### config.mk
export PLATFORM = sky130hd
export DESIGN_NAME = frame_destuff_check_sequence_top
export DESIGN_NICKNAME = d
export VERILOG_FILES = /design/src/rtl/fdcs_pkg.sv /design/src/rtl/fdcs_front.sv /design/src/rtl/fdcs_queue.sv /design/src/rtl/fdcs_back.sv /design/src/rtl/frame_destuff_check_sequence_top.sv
export VERILOG_INCLUDE_DIRS = /design/src /design/src/rtl
export SDC_FILE = /design/constraint.sdc
export NUM_CORES = 1
export LEC_CHECK = 0
export ABC_AREA = 1
export BUFFER_PORTS_ARGS = -buffer_cell sky130_fd_sc_hd__buf_2
export CAP_MARGIN = 20
export CORE_ASPECT_RATIO = 0.5
export CORE_MARGIN = 5
export CORE_UTILIZATION = 60
export CTS_CLUSTER_DIAMETER = 120
export DETAILED_ROUTE_END_ITERATION = 10
export GPL_ROUTABILITY_DRIVEN = 0
export GPL_TIMING_DRIVEN = 0
export PLACE_DENSITY = 0.92
export SYNTH_ARGS = -nofsm -noshare
export SYNTH_HDL_FRONTEND = slang
export SYNTH_SLANG_ARGS = --single-unit
### constraint.sdc
create_clock -name clock -period 3.1 [get_ports clock]
set_input_delay 0.155 -clock clock [delete_from_list [all_inputs] [get_ports clock]]
set_output_delay 0.155 -clock clock [all_outputs]
set_load 0.05 [all_outputs]
### src/rtl/frame_destuff_check_sequence_top_macros.svh
// Assertion macros shared by the frame receiver RTL.
`ifndef FRAME_DESTUFF_CHECK_SEQUENCE_TOP_MACROS_SVH
`define FRAME_DESTUFF_CHECK_SEQUENCE_TOP_MACROS_SVH

// Property must hold at every clock edge outside reset.
`define FDCS_ASSERT(label, prop, msg) \
   label: assert property (@(posedge clock) disable iff (reset) prop) else $error(msg);

// Condition must never be seen outside reset.
`define FDCS_ASSERT_NEVER(label, cond, msg) \
   label: assert property (@(posedge clock) disable iff (reset) !(cond)) else $error(msg);

`endif

### src/rtl/fdcs_pkg.sv
// Shared types, codes and constants of the frame receiver.
package fdcs_pkg;

   localparam int unsigned BYTE_W    = 8;
   localparam int unsigned SIZE_W    = 7;
   localparam int unsigned SEQ_W     = 5;
   localparam int unsigned TYPE_W    = 4;
   localparam int unsigned VERD_W    = 2;
   localparam int unsigned CSR_IDX_W = 2;

   // Stuffing bytes
   localparam logic [BYTE_W-1:0] ESC_A      = 8'h88;
   localparam logic [BYTE_W-1:0] ESC_B      = 8'h81;
   localparam logic [BYTE_W-1:0] STUFF_BYTE = 8'hff;

   // Register indexes
   localparam logic [CSR_IDX_W-1:0] CSR_START_MARKER = 2'd0;
   localparam logic [CSR_IDX_W-1:0] CSR_NACK_TYPE    = 2'd1;

   localparam logic [BYTE_W-1:0] START_MARKER_RST = 8'd126;
   localparam logic [TYPE_W-1:0] NACK_TYPE_RST    = 4'd1;

   // Verdict codes
   localparam logic [VERD_W-1:0] VERD_ACCEPT    = 2'd0;
   localparam logic [VERD_W-1:0] VERD_CSUM_ERR  = 2'd1;
   localparam logic [VERD_W-1:0] VERD_OLD_SEQ   = 2'd2;
   localparam logic [VERD_W-1:0] VERD_NACK_RCVD = 2'd3;

   // Token kinds passed from front to back
   localparam logic [1:0] TOK_DATA      = 2'd0;
   localparam logic [1:0] TOK_START_OK  = 2'd1;
   localparam logic [1:0] TOK_START_BAD = 2'd2;

   typedef struct packed {
      logic [1:0]        kind;
      logic [BYTE_W-1:0] data;
   } token_type;

   // Token queue sizing
   localparam int unsigned QUEUE_DEPTH = 4;
   localparam int unsigned QUEUE_PTR_W = $clog2(QUEUE_DEPTH);
   localparam int unsigned QUEUE_CNT_W = $clog2(QUEUE_DEPTH + 1);

   function automatic logic is_escape(input logic [BYTE_W-1:0] b);
      return (b == ESC_A) || (b == ESC_B);
   endfunction

endpackage

### src/rtl/fdcs_front.sv
// Front end: start-marker check and byte destuffing into tokens.
module fdcs_front (
   input  logic                          clock,
   input  logic                          reset,
   input  logic                          accept,
   input  logic [fdcs_pkg::BYTE_W-1:0]   wire_byte,
   input  logic                          frame_start,
   input  logic [fdcs_pkg::BYTE_W-1:0]   start_marker,
   output logic                          push,
   output fdcs_pkg::token_type           push_tok
);
   import fdcs_pkg::*;

   logic esc_ff;
   logic esc_in;

   // Classify the accepted byte; drop a stuffed 0xff after an escape
   always_comb begin
      push          = 1'b0;
      push_tok.kind = TOK_DATA;
      push_tok.data = wire_byte;
      esc_in        = esc_ff;
      if (accept) begin
         if (frame_start) begin
            push = 1'b1;
            if (wire_byte == start_marker) begin
               push_tok.kind = TOK_START_OK;
               esc_in        = is_escape(wire_byte);
            end else begin
               push_tok.kind = TOK_START_BAD;
               esc_in        = 1'b0;
            end
         end else if (esc_ff && (wire_byte == STUFF_BYTE)) begin
            esc_in = 1'b0;
         end else begin
            esc_in = is_escape(wire_byte);
            push   = 1'b1;
         end
      end
   end

   always_ff @(posedge clock) begin
      if (reset) begin
         esc_ff <= 1'b0;
      end else begin
         esc_ff <= esc_in;
      end
   end

endmodule

### src/rtl/fdcs_queue.sv
// Small token queue between front and back.
`include "frame_destuff_check_sequence_top_macros.svh"
module fdcs_queue (
   input  logic                  clock,
   input  logic                  reset,
   input  logic                  push,
   input  fdcs_pkg::token_type   push_tok,
   input  logic                  pop,
   output fdcs_pkg::token_type   pop_tok,
   output logic                  nonempty,
   output logic                  full
);
   import fdcs_pkg::*;

   localparam logic [QUEUE_PTR_W-1:0] PTR_LAST = QUEUE_PTR_W'(QUEUE_DEPTH - 1);
   localparam logic [QUEUE_CNT_W-1:0] CNT_FULL = QUEUE_CNT_W'(QUEUE_DEPTH);

   token_type                 slot_ff [QUEUE_DEPTH];
   logic [QUEUE_PTR_W-1:0]    wr_ptr_ff, wr_ptr_in;
   logic [QUEUE_PTR_W-1:0]    rd_ptr_ff, rd_ptr_in;
   logic [QUEUE_CNT_W-1:0]    count_ff, count_in;

   assign nonempty = (count_ff != '0);
   assign full     = (count_ff == CNT_FULL);
   assign pop_tok  = slot_ff[rd_ptr_ff];

   // Pointer and fill count update
   always_comb begin
      wr_ptr_in = wr_ptr_ff;
      rd_ptr_in = rd_ptr_ff;
      count_in  = count_ff;
      if (push) begin
         wr_ptr_in = (wr_ptr_ff == PTR_LAST) ? '0 : wr_ptr_ff + 1'b1;
      end
      if (pop) begin
         rd_ptr_in = (rd_ptr_ff == PTR_LAST) ? '0 : rd_ptr_ff + 1'b1;
      end
      if (push && !pop) begin
         count_in = count_ff + 1'b1;
      end else if (pop && !push) begin
         count_in = count_ff - 1'b1;
      end
   end

   always_ff @(posedge clock) begin
      if (reset) begin
         wr_ptr_ff <= '0;
         rd_ptr_ff <= '0;
         count_ff  <= '0;
      end else begin
         wr_ptr_ff <= wr_ptr_in;
         rd_ptr_ff <= rd_ptr_in;
         count_ff  <= count_in;
      end
   end

   // Storage, no reset
   always_ff @(posedge clock) begin
      if (push) begin
         slot_ff[wr_ptr_ff] <= push_tok;
      end
   end

   `FDCS_ASSERT(a_count_bound, count_ff <= CNT_FULL, "queue count above depth")
   `FDCS_ASSERT_NEVER(a_no_overflow, push && full && !pop, "push into full queue")
   `FDCS_ASSERT_NEVER(a_no_underflow, pop && !nonempty, "pop from empty queue")

endmodule

### src/rtl/fdcs_back.sv
// Back end: header parse, checksum, sequence check and result register.
`include "frame_destuff_check_sequence_top_macros.svh"
module fdcs_back (
   input  logic                          clock,
   input  logic                          reset,
   input  logic                          tok_valid,
   input  fdcs_pkg::token_type           tok,
   output logic                          pop,
   input  logic [fdcs_pkg::TYPE_W-1:0]   nack_type_code,
   output logic                          rsp_valid,
   input  logic                          rsp_stall,
   output logic                          rsp_result_kind,
   output logic [fdcs_pkg::BYTE_W-1:0]   rsp_payload_byte,
   output logic [fdcs_pkg::VERD_W-1:0]   rsp_verdict,
   output logic                          rsp_sequence_ahead,
   output logic [fdcs_pkg::SEQ_W-1:0]    rsp_frame_sequence,
   output logic [fdcs_pkg::TYPE_W-1:0]   rsp_frame_type,
   output logic [fdcs_pkg::SIZE_W-1:0]   rsp_frame_size,
   output logic                          rsp_last
);
   import fdcs_pkg::*;

   localparam logic [2:0] PH_IDLE = 3'd0;
   localparam logic [2:0] PH_HDR1 = 3'd1;
   localparam logic [2:0] PH_HDR2 = 3'd2;
   localparam logic [2:0] PH_CSUM = 3'd3;
   localparam logic [2:0] PH_DATA = 3'd4;

   logic [2:0]        phase_ff,   phase_in;
   logic [SEQ_W-1:0]  exp_seq_ff, exp_seq_in;
   logic [SIZE_W-1:0] size_ff,    size_in;
   logic [SEQ_W-1:0]  seq_ff,     seq_in;
   logic [TYPE_W-1:0] type_ff,    type_in;
   logic [BYTE_W-1:0] rcsum_ff,   rcsum_in;
   logic [BYTE_W-1:0] sum_ff,     sum_in;
   logic [SIZE_W-1:0] cnt_ff,     cnt_in;

   logic              out_valid_ff, out_valid_in;
   logic              out_kind_ff,  out_kind_in;
   logic [BYTE_W-1:0] out_pay_ff,   out_pay_in;
   logic [VERD_W-1:0] out_verd_ff,  out_verd_in;
   logic              out_ahead_ff, out_ahead_in;
   logic [SEQ_W-1:0]  out_seq_ff;
   logic [TYPE_W-1:0] out_type_ff;
   logic [SIZE_W-1:0] out_size_ff;

   logic [BYTE_W-1:0] sum_add;
   logic [SIZE_W-1:0] cnt_inc;
   logic [BYTE_W-1:0] fin_sum, fin_ref;
   logic [VERD_W-1:0] fin_verd;
   logic              fin_ahead, fin_adv;

   // Take a token when the result slot is free or draining
   assign pop = tok_valid && (!out_valid_ff || !rsp_stall);

   assign sum_add = sum_ff + tok.data;
   assign cnt_inc = cnt_ff + 1'b1;

   // End-of-frame verdict
   always_comb begin
      fin_sum   = (phase_ff == PH_CSUM) ? sum_ff : sum_add;
      fin_ref   = (phase_ff == PH_CSUM) ? tok.data : rcsum_ff;
      fin_verd  = VERD_ACCEPT;
      fin_ahead = 1'b0;
      fin_adv   = 1'b0;
      if (fin_sum != fin_ref) begin
         fin_verd = VERD_CSUM_ERR;
      end else if (seq_ff < exp_seq_ff) begin
         fin_verd = VERD_OLD_SEQ;
      end else begin
         fin_ahead = (seq_ff > exp_seq_ff);
         if (type_ff == nack_type_code) begin
            fin_verd = VERD_NACK_RCVD;
         end else begin
            fin_adv = 1'b1;
         end
      end
   end

   // Parser step and result register
   always_comb begin
      phase_in     = phase_ff;
      exp_seq_in   = exp_seq_ff;
      size_in      = size_ff;
      seq_in       = seq_ff;
      type_in      = type_ff;
      rcsum_in     = rcsum_ff;
      sum_in       = sum_ff;
      cnt_in       = cnt_ff;
      out_valid_in = out_valid_ff && rsp_stall;
      out_kind_in  = out_kind_ff;
      out_pay_in   = out_pay_ff;
      out_verd_in  = out_verd_ff;
      out_ahead_in = out_ahead_ff;
      if (pop) begin
         out_valid_in = 1'b0;
         case (tok.kind)
            TOK_START_OK: begin
               phase_in = PH_HDR1;
               sum_in   = '0;
               cnt_in   = '0;
            end
            TOK_START_BAD: begin
               phase_in = PH_IDLE;
            end
            TOK_DATA: begin
               case (phase_ff)
                  PH_HDR1: begin
                     size_in  = tok.data[BYTE_W-1:1];
                     seq_in   = {tok.data[0], 4'b0000};
                     sum_in   = sum_add;
                     phase_in = PH_HDR2;
                  end
                  PH_HDR2: begin
                     seq_in   = {seq_ff[SEQ_W-1], tok.data[BYTE_W-1:4]};
                     type_in  = tok.data[TYPE_W-1:0];
                     sum_in   = sum_add;
                     phase_in = PH_CSUM;
                  end
                  PH_CSUM: begin
                     rcsum_in = tok.data;
                     cnt_in   = '0;
                     if (size_ff == '0) begin
                        phase_in     = PH_IDLE;
                        out_valid_in = 1'b1;
                        out_kind_in  = 1'b1;
                        out_pay_in   = '0;
                        out_verd_in  = fin_verd;
                        out_ahead_in = fin_ahead;
                        if (fin_adv) begin
                           exp_seq_in = exp_seq_ff + 1'b1;
                        end
                     end else begin
                        phase_in = PH_DATA;
                     end
                  end
                  PH_DATA: begin
                     sum_in       = sum_add;
                     cnt_in       = cnt_inc;
                     out_valid_in = 1'b1;
                     out_pay_in   = tok.data;
                     if (cnt_inc == size_ff) begin
                        phase_in     = PH_IDLE;
                        out_kind_in  = 1'b1;
                        out_verd_in  = fin_verd;
                        out_ahead_in = fin_ahead;
                        if (fin_adv) begin
                           exp_seq_in = exp_seq_ff + 1'b1;
                        end
                     end else begin
                        out_kind_in  = 1'b0;
                        out_verd_in  = VERD_ACCEPT;
                        out_ahead_in = 1'b0;
                     end
                  end
                  default: begin
                     phase_in = PH_IDLE;
                  end
               endcase
            end
            default: begin
               phase_in = phase_ff;
            end
         endcase
      end
   end

   always_ff @(posedge clock) begin
      if (reset) begin
         phase_ff     <= PH_IDLE;
         exp_seq_ff   <= '0;
         size_ff      <= '0;
         seq_ff       <= '0;
         type_ff      <= '0;
         rcsum_ff     <= '0;
         sum_ff       <= '0;
         cnt_ff       <= '0;
         out_valid_ff <= 1'b0;
      end else begin
         phase_ff     <= phase_in;
         exp_seq_ff   <= exp_seq_in;
         size_ff      <= size_in;
         seq_ff       <= seq_in;
         type_ff      <= type_in;
         rcsum_ff     <= rcsum_in;
         sum_ff       <= sum_in;
         cnt_ff       <= cnt_in;
         out_valid_ff <= out_valid_in;
      end
   end

   // Result payload, no reset
   always_ff @(posedge clock) begin
      out_kind_ff  <= out_kind_in;
      out_pay_ff   <= out_pay_in;
      out_verd_ff  <= out_verd_in;
      out_ahead_ff <= out_ahead_in;
      if (pop && out_valid_in) begin
         out_seq_ff  <= seq_ff;
         out_type_ff <= type_ff;
         out_size_ff <= size_ff;
      end
   end

   assign rsp_valid          = out_valid_ff;
   assign rsp_result_kind    = out_kind_ff;
   assign rsp_payload_byte   = out_pay_ff;
   assign rsp_verdict        = out_verd_ff;
   assign rsp_sequence_ahead = out_ahead_ff;
   assign rsp_frame_sequence = out_seq_ff;
   assign rsp_frame_type     = out_type_ff;
   assign rsp_frame_size     = out_size_ff;
   assign rsp_last           = out_kind_ff;

   `FDCS_ASSERT(a_payload_clean,
      (out_valid_ff && !out_kind_ff) |-> (out_verd_ff == VERD_ACCEPT && !out_ahead_ff),
      "payload item carries verdict")
   `FDCS_ASSERT_NEVER(a_ahead_on_reject,
      out_valid_ff && out_ahead_ff && (out_verd_ff == VERD_CSUM_ERR || out_verd_ff == VERD_OLD_SEQ),
      "sequence_ahead on rejected frame")
   `FDCS_ASSERT_NEVER(a_no_take_stalled, pop && out_valid_ff && rsp_stall,
      "token taken while result stalled")

endmodule

### src/rtl/frame_destuff_check_sequence_top.sv
// Top level of the byte-stuffed frame receiver with checksum and sequence check.
//
//   channel | ports                        | direction | handshake
//   --------+------------------------------+-----------+--------------------
//   req     | wire_byte, frame_start       | in        | req_valid / req_stall
//   rsp     | kind, payload, verdict, hdr  | out       | rsp_valid / rsp_stall
//   csr     | index, wdata                 | in        | csr_valid / csr_ready
//
// One byte is accepted per cycle while req_stall is low.
// Throughput is set by the parser: one token a cycle unless a result is stalled.
// req_stall rises only when the four-entry token queue is full.
// rsp_stall holds the result register; the queue absorbs bytes meanwhile.
// Synchronous reset clears parser, sequence and result-valid state, sets CSRs.
module frame_destuff_check_sequence_top (
   input  logic                             clock,
   input  logic                             reset,
   input  logic                             req_valid,
   output logic                             req_stall,
   input  logic [fdcs_pkg::BYTE_W-1:0]      req_wire_byte,
   input  logic                             req_frame_start,
   output logic                             rsp_valid,
   input  logic                             rsp_stall,
   output logic                             rsp_result_kind,
   output logic [fdcs_pkg::BYTE_W-1:0]      rsp_payload_byte,
   output logic [fdcs_pkg::VERD_W-1:0]      rsp_verdict,
   output logic                             rsp_sequence_ahead,
   output logic [fdcs_pkg::SEQ_W-1:0]       rsp_frame_sequence,
   output logic [fdcs_pkg::TYPE_W-1:0]      rsp_frame_type,
   output logic [fdcs_pkg::SIZE_W-1:0]      rsp_frame_size,
   output logic                             rsp_last,
   input  logic                             csr_valid,
   output logic                             csr_ready,
   input  logic [fdcs_pkg::CSR_IDX_W-1:0]   csr_index,
   input  logic [fdcs_pkg::BYTE_W-1:0]      csr_wdata
);
   import fdcs_pkg::*;

   logic [BYTE_W-1:0] start_marker_ff;
   logic [TYPE_W-1:0] nack_type_ff;

   logic      accept;
   logic      push;
   token_type push_tok;
   logic      pop;
   token_type pop_tok;
   logic      q_nonempty;
   logic      q_full;

   assign csr_ready = 1'b1;
   assign req_stall = q_full;
   assign accept    = req_valid && !q_full;

   // Configuration registers
   always_ff @(posedge clock) begin
      if (reset) begin
         start_marker_ff <= START_MARKER_RST;
         nack_type_ff    <= NACK_TYPE_RST;
      end else if (csr_valid && csr_ready) begin
         case (csr_index)
            CSR_START_MARKER: start_marker_ff <= csr_wdata;
            CSR_NACK_TYPE:    nack_type_ff    <= csr_wdata[TYPE_W-1:0];
            default: begin
               start_marker_ff <= start_marker_ff;
            end
         endcase
      end
   end

   fdcs_front u_front (
      .clock        (clock),
      .reset        (reset),
      .accept       (accept),
      .wire_byte    (req_wire_byte),
      .frame_start  (req_frame_start),
      .start_marker (start_marker_ff),
      .push         (push),
      .push_tok     (push_tok)
   );

   fdcs_queue u_queue (
      .clock    (clock),
      .reset    (reset),
      .push     (push),
      .push_tok (push_tok),
      .pop      (pop),
      .pop_tok  (pop_tok),
      .nonempty (q_nonempty),
      .full     (q_full)
   );

   fdcs_back u_back (
      .clock              (clock),
      .reset              (reset),
      .tok_valid          (q_nonempty),
      .tok                (pop_tok),
      .pop                (pop),
      .nack_type_code     (nack_type_ff),
      .rsp_valid          (rsp_valid),
      .rsp_stall          (rsp_stall),
      .rsp_result_kind    (rsp_result_kind),
      .rsp_payload_byte   (rsp_payload_byte),
      .rsp_verdict        (rsp_verdict),
      .rsp_sequence_ahead (rsp_sequence_ahead),
      .rsp_frame_sequence (rsp_frame_sequence),
      .rsp_frame_type     (rsp_frame_type),
      .rsp_frame_size     (rsp_frame_size),
      .rsp_last           (rsp_last)
   );

endmodule
==> results.cfg <==
[synth]
avgSynthCellArea_um2 = 8.19
synth_nets = 865
ys_seq_area_share_pct = 51.4
synth_edf_count = 68
synthCells = 819
ys_async_sr_fraction_pct = 0
yosys_warnings = 0
yosysUniqueCellTypes = 38
netlist_area_um2 = 6700
ys_ff_latch = 138
synth-main-ff-cell = dfxtp_1

[cts]
clock_sinks = 138
cts_tree = built
path_clk_slew_ns = 0.06
cts_buffer_depth = 2
cts_buffers = 17
cts-root-buf = clkbuf_16
clk_latency_ns = 0.42
htree_levels = 4

[critical_path]
cp.required_ns = 3.45
crit_chain = buf_6 > inv_1 > buf_6 > nand3_2 > nand2_2 > inv_2 > ha_4 > inv_1 > fa_2 > nand2_1 > o21ai_2 > inv_1 > nand2_1 > nand2_1 > inv_1 > nor2_1 > nand3_1 > nor2_2 > nand3_1 > nand2_1 > nand2_1 > nor2_1
cp-end-kind = register
slowest_stage = fa_2
arrival_ns = 3.35
critPathLaunchType = register
worst-path-max-fanout = 10
cpMostUsedCell = nand2_1
worst-setup-path-type = register to register
cp_top_family = simple AND/OR/NAND/NOR gates
cpPeakStageDelay_ns = 0.44
crit_buf_inv = 7

[finish]
fillers = 724
layout_commonest_cell = nand2_1
drive_gt1_share_pct = 16.7
layout.nets = 950
antennaDiodeCount = 0
syn2layout_area_growth_pct = 19.5
final_cell_mix = 224 x nand2_1, 88 x inv_1, 85 x nand3_1
fin_cells = 1062

[grt]
grtUsageTotal_pct = 26.7
grt_max_degree = 17
grt_antenna_before_repair = 0
grt_overflow = 0
grt_pass1_vias = 6097
grt_first_pass_wirelength_mm = 29.1

[run]
cap_violations = 0

[pwr]
clkPwrFrac_pct = 28.1
pwr-share-seq_pct = 32.3
powerDensity_nw_per_um2 = 917
sw_frac_of_total_pct = 40.9
leakage_nw = 3.45
p_int_w = 0.00434
peakVddDrop_v = 0.000451
p_sw_w = 0.00300
pwr-share-comb_pct = 39.5

[timing]
setup_tns_ns = 0
fmax_mhz = 334
worst_pin_slew_ns = 0.982
fin_skew_ns = 0.00684
finalHoldViolCount = 0
min_period_over_period_pct = 96.6
hold-worst-slack_ns = 0.0201
drv_slew = 0
max-slew-margin-rel_pct = 34.3
period_needed_ns = 3.00
setup_viol = 0

[die]
core_area_um2 = 10900
io_pins = 56
die_h_um = 84.7
start_util_pct = 61.2
die_x_um = 159
rows = 27
die-area_um2 = 13500

[route]
drt-total-wl_mm = 18.6
first_pass_iters = 6
antenna_left = 0
wl_per_cell_um = 17.5
post-route-drc-count = 0
drt_first_iter_violations = 976
vias = 6373
vias_per_cell = 6.00

[worst_hold_path]
min_path_type = input pin to register

[outcome]
status = complete, no violations

[placed_design]
hpwl_mm = 12.1
dp_cells = 1018
port_buffers = 54
==> Yosys cell counts (all sizes together) (5+ instances only) <==
master / n / share of area (%)
a21oi: 53 / 4.0
xnor2: 7 / 0.91
or2: 7 / 0.65
nand4: 10 / 0.93
dfxtp: 70 / 21
nor2: 67 / 4.0
xor2: 8 / 1.0
nand2: 233 / 13
ha: 20 / 3.7
nand3: 91 / 6.9
inv: 94 / 5.3
edfxtp: 68 / 30
o21ai: 45 / 3.4
clkbuf: 7 / 0.39
buf: 16 / 1.5
nor3: 5 / 0.52
==> kinds of logic (layout without fill, tap and decap cells) <==
logic type                 after synthesis  in the layout  share of synthesized area, %
xor gates and xnor gates                15             15                          1.96
DFF                                    138            138                          51.4
buffers and inverters                  118            216                          7.26
other                                    1              1                        0.0559
AOI/OAI and AO/OA                      110            110                          8.83
and+or+nand+nor                        415            415                          26.2
adders and majority gates               22             22                          4.33
==> registers in the layout (all words and copies together), names as in the netlist, 4 cells and up, named ones only <==
signal / cells
u_queue.slot_ff: 40
u_back.rsp_frame_size: 7
u_back.rcsum_ff: 8
u_back.exp_seq_ff: 5
u_back.cnt_ff: 7
u_back.size_ff: 7
u_back.type_ff: 4
start_marker_ff: 8
u_back.rsp_payload_byte: 8
u_back.seq_ff: 5
u_back.rsp_frame_type: 4
u_back.rsp_frame_sequence: 5
u_back.sum_ff: 8
nack_type_ff: 4
==> timing repair <==
action | in CTS | in global routing
pin swaps | 2 | 2
resized for setup | 8 | 32
hold endpoints to repair | 8 | 0
hold buffers | 7 | 0
setup endpoints to repair | 8 | 8
buffers inserted | 1 | 4
==> metrics by stage <==
step           worst slack, ns  cell area, µm²  utilization (%)  total power (W)
4_1_cts                 0.0369            7860             71.8          0.00700
5_1_grt                -0.0475            8010             73.2          0.00774
2_1_floorplan            0.331            6700                -          0.00420
3_5_place_dp            -0.291            7160             65.4          0.00487
6_report                 0.105            8010             73.2          0.00734
3_3_place_gp            -0.197            7160             65.4          0.00473
==> per-layer routing <==
layer  share of wire, %  up-vias  global-route usage, %
li1                   -     2880                      -
met1                 38     2929                   32.2
met2                 47      461                   43.7
met3                 11      103                   8.34
met4                4.4        0                   13.2
met5                  0        -                      0
==> worst paths after layout <==
kind / from / to / slack [ns] / cells past startpoint
max: register / u_back.exp_seq_ff[3] / 0.10 / 22
min: req_wire_byte[6] / u_queue.slot_ff[1][6] / 0.02 / 1
max reg2reg: register / u_back.exp_seq_ff[3] / 0.10 / 22
min reg2reg: u_back.rcsum_ff[7] / u_back.rcsum_ff[7] / 0.46 / 2
==> cell type report <==
cell class	instances	area, µm²	share of cell area [%]
clock buffer	19	464	5.79
multi-input combinational	563	2900	36.2
inverter	95	357	4.45
buffer	23	143	1.78
sequential	138	3450	43.0
clock inverter	13	139	1.73
tap	145	181	2.26
timing repair buffer	66	378	4.72
==> power by group through the flow <==
| stage | sequential (W) | combinational, W | clock (W) |
|---|---|---|---|
| final | 0.00237 | 0.00290 | 0.00207 |
| after global routing | 0.00239 | 0.00319 | 0.00216 |
| after CTS | 0.00235 | 0.00260 | 0.00205 |
| after detailed placement | 0.00238 | 0.00249 | 0 |
| after global placement | 0.00236 | 0.00237 | 0 |
| after floorplan | 0.00242 | 0.00177 | 0 |
Note: power is estimated with default switching activity, not from simulation.
